<file path="src/rtl/core/lmp_pkg.sv">
package lmp_pkg;

  // Defaults for the top-level parameters.
  localparam int MAX_FEATURES_DEF   = 16;
  localparam int FRAC_BITS_DEF      = 16;
  localparam int ROW_COUNT_BITS_DEF = 16;

  // Field widths.
  localparam int OPC_W     = 3;
  localparam int IDX_W     = 5;
  localparam int VAL_W     = 32;
  localparam int FC_W      = 5;
  localparam int ST_W      = 2;
  localparam int CFG_IDX_W = 1;

  // Opcodes.
  localparam logic [OPC_W-1:0] OP_LOAD       = 3'd0;
  localparam logic [OPC_W-1:0] OP_FEATURE    = 3'd1;
  localparam logic [OPC_W-1:0] OP_CLOSE_OBS  = 3'd2;
  localparam logic [OPC_W-1:0] OP_CLOSE_PRED = 3'd3;
  localparam logic [OPC_W-1:0] OP_FINISH     = 3'd4;

  // Status codes.
  localparam logic [ST_W-1:0] ST_OK       = 2'd0;
  localparam logic [ST_W-1:0] ST_MISMATCH = 2'd1;
  localparam logic [ST_W-1:0] ST_ZERO_TSS = 2'd2;
  localparam logic [ST_W-1:0] ST_NO_ROWS  = 2'd3;

  // Result kinds.
  localparam logic KIND_ROW  = 1'b0;
  localparam logic KIND_STAT = 1'b1;

  // Configuration register indexes.
  localparam logic [CFG_IDX_W-1:0] CFG_FEATURE_COUNT = 1'b0;
  localparam logic [CFG_IDX_W-1:0] CFG_RESPONSE_MEAN = 1'b1;

  // Which result word the output register is loaded with.
  typedef enum logic [1:0] {
    RS_MISS,
    RS_PRED,
    RS_ROW,
    RS_STAT
  } res_sel_t;

  // Operand pair for the shared multiplier.
  typedef enum logic [1:0] {
    MS_FEAT,
    MS_RSS,
    MS_TSS
  } mul_sel_t;

  // Commands from the controller to the datapath.
  typedef struct packed {
    logic     load;
    logic     coef_wr;
    logic     mul_en;
    mul_sel_t mul_sel;
    logic     acc_feat;
    logic     close;
    logic     diff;
    logic     add_rss;
    logic     add_tss;
    logic     div_start;
    logic     div_tss;
    logic     div_step;
    logic     sqrt_start;
    logic     sqrt_step;
    logic     rms_load;
    logic     r2_load;
    logic     out_load;
    res_sel_t out_sel;
  } lmp_cmd_t;

  // Status from the datapath to the controller.
  typedef struct packed {
    logic [OPC_W-1:0] opcode;
    logic             match;
    logic             rows_zero;
    logic             tss_zero;
    logic             div_done;
    logic             sqrt_done;
  } lmp_stat_t;

endpackage

</file>
<file path="src/rtl/core/lmp_ctrl.sv">
module lmp_ctrl (
  input  logic                clk,
  input  logic                rst_n,
  input  logic                in_valid,
  output logic                in_ready,
  output logic                out_valid,
  input  logic                out_ready,
  input  lmp_pkg::lmp_stat_t  stat,
  output lmp_pkg::lmp_cmd_t   cmd
);

  typedef enum logic [10:0] {
    S_IDLE = 11'b000_0000_0001,
    S_EXEC = 11'b000_0000_0010,
    S_ACC  = 11'b000_0000_0100,
    S_DIFF = 11'b000_0000_1000,
    S_SQR  = 11'b000_0001_0000,
    S_SQT  = 11'b000_0010_0000,
    S_SQA  = 11'b000_0100_0000,
    S_DIV1 = 11'b000_1000_0000,
    S_SQRT = 11'b001_0000_0000,
    S_DIV2 = 11'b010_0000_0000,
    S_EMIT = 11'b100_0000_0000
  } state_t;

  state_t              state_r, state_nxt;
  lmp_pkg::res_sel_t   sel_r, sel_nxt;
  logic                out_valid_r, out_valid_nxt;

  // Sequencing of one word at a time through the datapath.
  always_comb begin
    cmd           = '0;
    cmd.mul_sel   = lmp_pkg::MS_FEAT;
    cmd.out_sel   = sel_r;
    state_nxt     = state_r;
    sel_nxt       = sel_r;
    in_ready      = (state_r == S_IDLE);
    cmd.load      = in_valid && in_ready;
    case (state_r)
      S_IDLE: begin
        if (cmd.load) state_nxt = S_EXEC;
      end
      S_EXEC: begin
        case (stat.opcode)
          lmp_pkg::OP_LOAD: begin
            cmd.coef_wr = 1'b1;
            state_nxt   = S_IDLE;
          end
          lmp_pkg::OP_FEATURE: begin
            cmd.mul_en = 1'b1;
            state_nxt  = S_ACC;
          end
          lmp_pkg::OP_CLOSE_OBS, lmp_pkg::OP_CLOSE_PRED: begin
            cmd.close = 1'b1;
            if (!stat.match) begin
              sel_nxt   = lmp_pkg::RS_MISS;
              state_nxt = S_EMIT;
            end else if (stat.opcode == lmp_pkg::OP_CLOSE_PRED) begin
              sel_nxt   = lmp_pkg::RS_PRED;
              state_nxt = S_EMIT;
            end else begin
              state_nxt = S_DIFF;
            end
          end
          lmp_pkg::OP_FINISH: begin
            sel_nxt = lmp_pkg::RS_STAT;
            if (stat.rows_zero) begin
              state_nxt = S_EMIT;
            end else begin
              cmd.div_start = 1'b1;
              state_nxt     = S_DIV1;
            end
          end
          default: state_nxt = S_IDLE;
        endcase
      end
      S_ACC: begin
        cmd.acc_feat = 1'b1;
        state_nxt    = S_IDLE;
      end
      S_DIFF: begin
        cmd.diff  = 1'b1;
        state_nxt = S_SQR;
      end
      S_SQR: begin
        cmd.mul_en  = 1'b1;
        cmd.mul_sel = lmp_pkg::MS_RSS;
        state_nxt   = S_SQT;
      end
      S_SQT: begin
        cmd.add_rss = 1'b1;
        cmd.mul_en  = 1'b1;
        cmd.mul_sel = lmp_pkg::MS_TSS;
        state_nxt   = S_SQA;
      end
      S_SQA: begin
        cmd.add_tss = 1'b1;
        sel_nxt     = lmp_pkg::RS_ROW;
        state_nxt   = S_EMIT;
      end
      S_DIV1: begin
        if (stat.div_done) begin
          cmd.sqrt_start = 1'b1;
          state_nxt      = S_SQRT;
        end else begin
          cmd.div_step = 1'b1;
        end
      end
      S_SQRT: begin
        if (stat.sqrt_done) begin
          cmd.rms_load = 1'b1;
          if (stat.tss_zero) begin
            state_nxt = S_EMIT;
          end else begin
            cmd.div_start = 1'b1;
            cmd.div_tss   = 1'b1;
            state_nxt     = S_DIV2;
          end
        end else begin
          cmd.sqrt_step = 1'b1;
        end
      end
      S_DIV2: begin
        if (stat.div_done) begin
          cmd.r2_load = 1'b1;
          state_nxt   = S_EMIT;
        end else begin
          cmd.div_step = 1'b1;
        end
      end
      S_EMIT: begin
        if (!out_valid_r || out_ready) begin
          cmd.out_load = 1'b1;
          state_nxt    = S_IDLE;
        end
      end
      default: state_nxt = S_IDLE;
    endcase
  end

  // The output register holds its word until the sink takes it.
  always_comb begin
    out_valid_nxt = out_valid_r;
    if (cmd.out_load) begin
      out_valid_nxt = 1'b1;
    end else if (out_ready) begin
      out_valid_nxt = 1'b0;
    end
  end

  always_ff @(posedge clk) begin
    if (!rst_n) begin
      state_r     <= S_IDLE;
      sel_r       <= lmp_pkg::RS_MISS;
      out_valid_r <= 1'b0;
    end else begin
      state_r     <= state_nxt;
      sel_r       <= sel_nxt;
      out_valid_r <= out_valid_nxt;
    end
  end

  assign out_valid = out_valid_r;

endmodule

</file>
<file path="config.mk">
export PLATFORM = sky130hd
export DESIGN_NAME = lmp_ctrl
export DESIGN_NICKNAME = d
export VERILOG_FILES = /design/src/rtl/core/lmp_pkg.sv /design/src/rtl/core/lmp_ctrl.sv
export SDC_FILE = /design/constraint.sdc
export NUM_CORES = 1
export LEC_CHECK = 0
export BUFFER_PORTS_ARGS = -buffer_cell sky130_fd_sc_hd__buf_2
export CAP_MARGIN = 0
export CORE_MARGIN = 2
export CORE_UTILIZATION = 44
export DETAILED_ROUTE_END_ITERATION = 10
export PLACE_DENSITY = 0.74
export SLEW_MARGIN = 20
export SYNTH_ARGS = -nofsm -noshare
export SYNTH_HDL_FRONTEND = slang
export SYNTH_SLANG_ARGS = --single-unit
</file>
<file path="constraint.sdc">
create_clock -name clk -period 1.72 [get_ports clk]
set_input_delay 0.344 -clock clk [delete_from_list [all_inputs] [get_ports clk]]
set_output_delay 0.344 -clock clk [all_outputs]
set_load 0.02 [all_outputs]
</file>
==> qor.txt <==
STATUS
-------------------------------------------------------------------------------------
Status ................................................................. finished, violations left
Failing checks ......................................................... negative setup slack

STA
-------------------------------------------------------------------------------------
Achievable frequency ...................................................    0.429 GHz
Setup TNS ..............................................................     -9290 ps
Total count of max-transition violations in the final report ...........            0
Final Setup Violations .................................................           27
Final critical path time including I/O delays and setup ................      2330 ps
Setup slack of the critical path after layout ..........................      -613 ps
Period Utilization, post-route .........................................         136%
Hold violation count in the final report ...............................            0
Worst relative slew slack ..............................................        75.5%
RSZ-0062 raised after global routing ...................................         true
Worst Max-Slew Pin Slew ................................................       362 ps
Clock Skew .............................................................      2.37 ps

DIE
-------------------------------------------------------------------------------------
Count of boundary I/O pins .............................................           34
Die Width ..............................................................      51.8 µm
Core area ..............................................................     2190 µm²
Die Area ...............................................................     2680 µm²
Initial standard-cell utilization of the core ..........................        45.9%
Floorplan row count ....................................................           17
Die boundary height ....................................................      51.8 µm

YOSYS
-------------------------------------------------------------------------------------
Syn Inst Count .........................................................          120
Register bit total from synthesis ......................................           14
Number of library cell types mapped by synthesis .......................           47
Mean post-synth cell area ..............................................     8.38 µm²
Netlist area before placement ..........................................     1010 µm²
Multiplexer area fraction after synthesis ..............................           0%
Post-synth net total ...................................................          132
Warnings from Yosys ....................................................            0
Combinational family with the most area after synthesis ................ simple AND/OR/NAND/NOR gates
Number of flops mapped to enable cells by yosys ........................            0
Adder and majority cell fraction of the synthesized area ...............           0%
Leading register cell type out of synthesis ............................ sky130_fd_sc_hd__dfxtp_1
Fraction of registers with async set/reset .............................           0%
Sequential-to-total area share from yosys stat .........................        27.9%
Fraction of the mapped netlist area in compound gates ..................        14.9%
Post-synthesis simple-gate area fraction ...............................        45.6%
Post-synthesis xor/xnor area fraction ..................................        5.22%

CLOCK TREE
-------------------------------------------------------------------------------------
Worst-Skew Late Latency ................................................       290 ps
CTS sink cnt ...........................................................           14
Maximum clock path buffer count ........................................            2
Htree depth ............................................................            1
Cell chosen for the clock root ......................................... sky130_fd_sc_hd__clkbuf_4
Clock-pin slew of the registers on the worst-case setup and hold paths .        90 ps
Hold bufs inserted after CTS ...........................................            0
TritonCTS clock tree ...................................................        built
Number of CTS-inserted buffers .........................................            3

POWER
-------------------------------------------------------------------------------------
Worst-case vdd ir drop .................................................     0.512 mV
Leakage dissipation ....................................................     0.812 nW
Cell Pwr Density .......................................................   548 nW/µm²
Power, Total ...........................................................       995 µW

FINAL LAYOUT
-------------------------------------------------------------------------------------
Fraction of final layout cells sized beyond drive strength 1 ...........        65.4%
Final standard cell utilization of the core ............................        82.8%
Synthesis-to-layout area growth ........................................        80.3%
Leading cell types in the layout, fill and taps excluded ............... sky130_fd_sc_hd__buf_4, sky130_fd_sc_hd__buf_6, sky130_fd_sc_hd__buf_2
Post-route cell area ...................................................     1810 µm²
Filler-free cell count of the finished design ..........................          219
# fillers ..............................................................          128
Antenna cell count .....................................................            0
Final layout net count .................................................          204
Leading cell type in the layout, fill and taps excluded ................ sky130_fd_sc_hd__buf_4
Area used by sequential logic in the layout ............................      287 µm²
Combined area of the multi-input logic cells ...........................      865 µm²

CRITICAL PATH
-------------------------------------------------------------------------------------
Total number of cells along the worst setup path .......................            8
Standard cell with the maximum stage delay on the critical path ........ sky130_fd_sc_hd__nor4_4
CP required ............................................................      1380 ps
Classification of the worst setup path ................................. register to output port
Count of buffering cells on the critical path with inverters included ..            3
Number of cell instances on the worst register-to-register path ........            7
Type of element launching the critical path ............................     register
Data arrival, critical path ............................................      1990 ps
First element of the critical path .....................................   state_r[7]
Endpoint of the most critical register-to-register path ................   state_r[0]
Minimum setup slack among reg-to-reg paths .............................      -250 ps
Critical R2R Launch ....................................................   state_r[7]
Cell breakdown of the critical path .................................... nor4_4 > buf_4 > nand4b_1 > buf_6 > nor2_4 > nand3b_1 > o21ai_2 > buf_6
CP top delay family .................................................... simple AND/OR/NAND/NOR gates
Critical path endpoint .................................................      cmd[17]
Most numerous cell on the critical path ................................ sky130_fd_sc_hd__buf_6
Critical path capture point type .......................................  output port
CP max FO ..............................................................            4
Delay contributed by the slowest stage of the critical path ............       360 ps

PLACEMENT
-------------------------------------------------------------------------------------
Final estimated routing congestion in global placement .................        0.856
Number of buffer cells added on primary ports ..........................           33
Sum of net half-perimeters after detailed placement ....................      2320 µm
Cell total after placement .............................................          204
Cell area after placement ..............................................     1430 µm²

ROUTE
-------------------------------------------------------------------------------------
Number of remaining DRC errors .........................................            0
Vias after detailed routing ............................................         1283
Via density per instance ...............................................         5.86
Detail Route Antenna Nets ..............................................            0
DR iter-0 viols ........................................................           42
Wirelength, routed .....................................................      4060 µm
Routed len/inst ........................................................      18.6 µm
DRT Pass-1 Iters .......................................................            5

GLOBAL ROUTE
-------------------------------------------------------------------------------------
Largest net degree at the start of global routing ......................           11
GRT Resource Usage Total ...............................................        29.3%
Initial antenna violation count ........................................            0
Wire length of the first global-routing pass ...........................      5740 µm
Global route total overflow ............................................            0
Via count of the first global-routing pass .............................         1279

FLOW RUN
-------------------------------------------------------------------------------------
Max-capacitance violation count ........................................            0

WORST HOLD PATH
-------------------------------------------------------------------------------------
Path category of the worst min-delay check ............................. primary input to register

[registers in the layout, summed over array words and instances (netlist names)]
name / count
state_r: 11
sel_r: 2
out_valid: 1
[cells in the mapped netlist (3+ instances only)]
cell type	count	area [µm²]
sky130_fd_sc_hd__and3_1	4	25.0
sky130_fd_sc_hd__nor4_1	5	31.3
sky130_fd_sc_hd__nor3_1	6	30.0
sky130_fd_sc_hd__nand2b_1	4	25.0
sky130_fd_sc_hd__nor3b_1	5	37.5
sky130_fd_sc_hd__nor2b_1	3	18.8
sky130_fd_sc_hd__inv_1	6	22.5
sky130_fd_sc_hd__or3_1	3	18.8
sky130_fd_sc_hd__dfxtp_1	14	280
sky130_fd_sc_hd__o21a_1	3	22.5
sky130_fd_sc_hd__nand2_1	7	26.3
sky130_fd_sc_hd__nor2_1	7	26.3
sky130_fd_sc_hd__a21oi_1	4	20.0
sky130_fd_sc_hd__o21ai_0	3	15.0
sky130_fd_sc_hd__xor2_1	4	35.0
[worst min path at each step]
stage / startpoint / endpoint / slack [ps] / depth (start not counted)
after CTS: stat[4] / sel_r[0] / 280 / 2
after global routing: stat[4] / sel_r[0] / 300 / 2
after global placement: sel_r[1] / sel_r[1] / 520 / 1
after detailed placement: sel_r[1] / sel_r[1] / 540 / 1
after floorplan: rst_n / out_valid / 460 / 1
final: stat[4] / sel_r[0] / 290 / 2
[routing by layer]
metal	part of all wire (%)	track usage, %	up-vias	routed length (µm)
met1	40	30.5	622	1630
met5	0	0	-	0
met3	4.7	7.47	20	190
met4	4.4	19.7	0	180
li1	-	-	581	-
met2	51	51.5	60	2060
[cell type report]
cell class                 instances  area share [%]
tap                               28            1.93
clock buffer                       4            2.00
sequential                        14            15.8
timing repair buffer              73            31.4
inverter                           6            1.24
multi-input combinational         94            47.7
[cell families (layout without fill, tap and decap cells)]
family          after synthesis  in the layout
simple gates                 67             67
compound gates               21             21
flops                        14             14
buf+inv                      12             83
xor+xnor                      6              6
[where the power goes]
group	leakage, nW	switching [mW]	internal (mW)
clock	0.0210	0.118	0.129
sequential	0.114	0.0153	0.337
combinational	0.677	0.196	0.199
total	0.812	0.330	0.665
[through the flow]
stage | hold WS (ps) | setup WS [ps]
final | 289 | -613
after global routing | 295 | -649
after floorplan | 462 | -397
after detailed placement | 539 | -312
after CTS | 280 | -507
after global placement | 524 | -214
[repair_timing]
| action | in CTS | in global routing |
|---|---|---|
| setup endpoints to repair | 23 | 32 |
| pin swaps | 14 | 13 |
| gates resized for setup | 43 | 32 |
| setup buffers | 8 | 8 |
(Power assumes the default switching activity.)
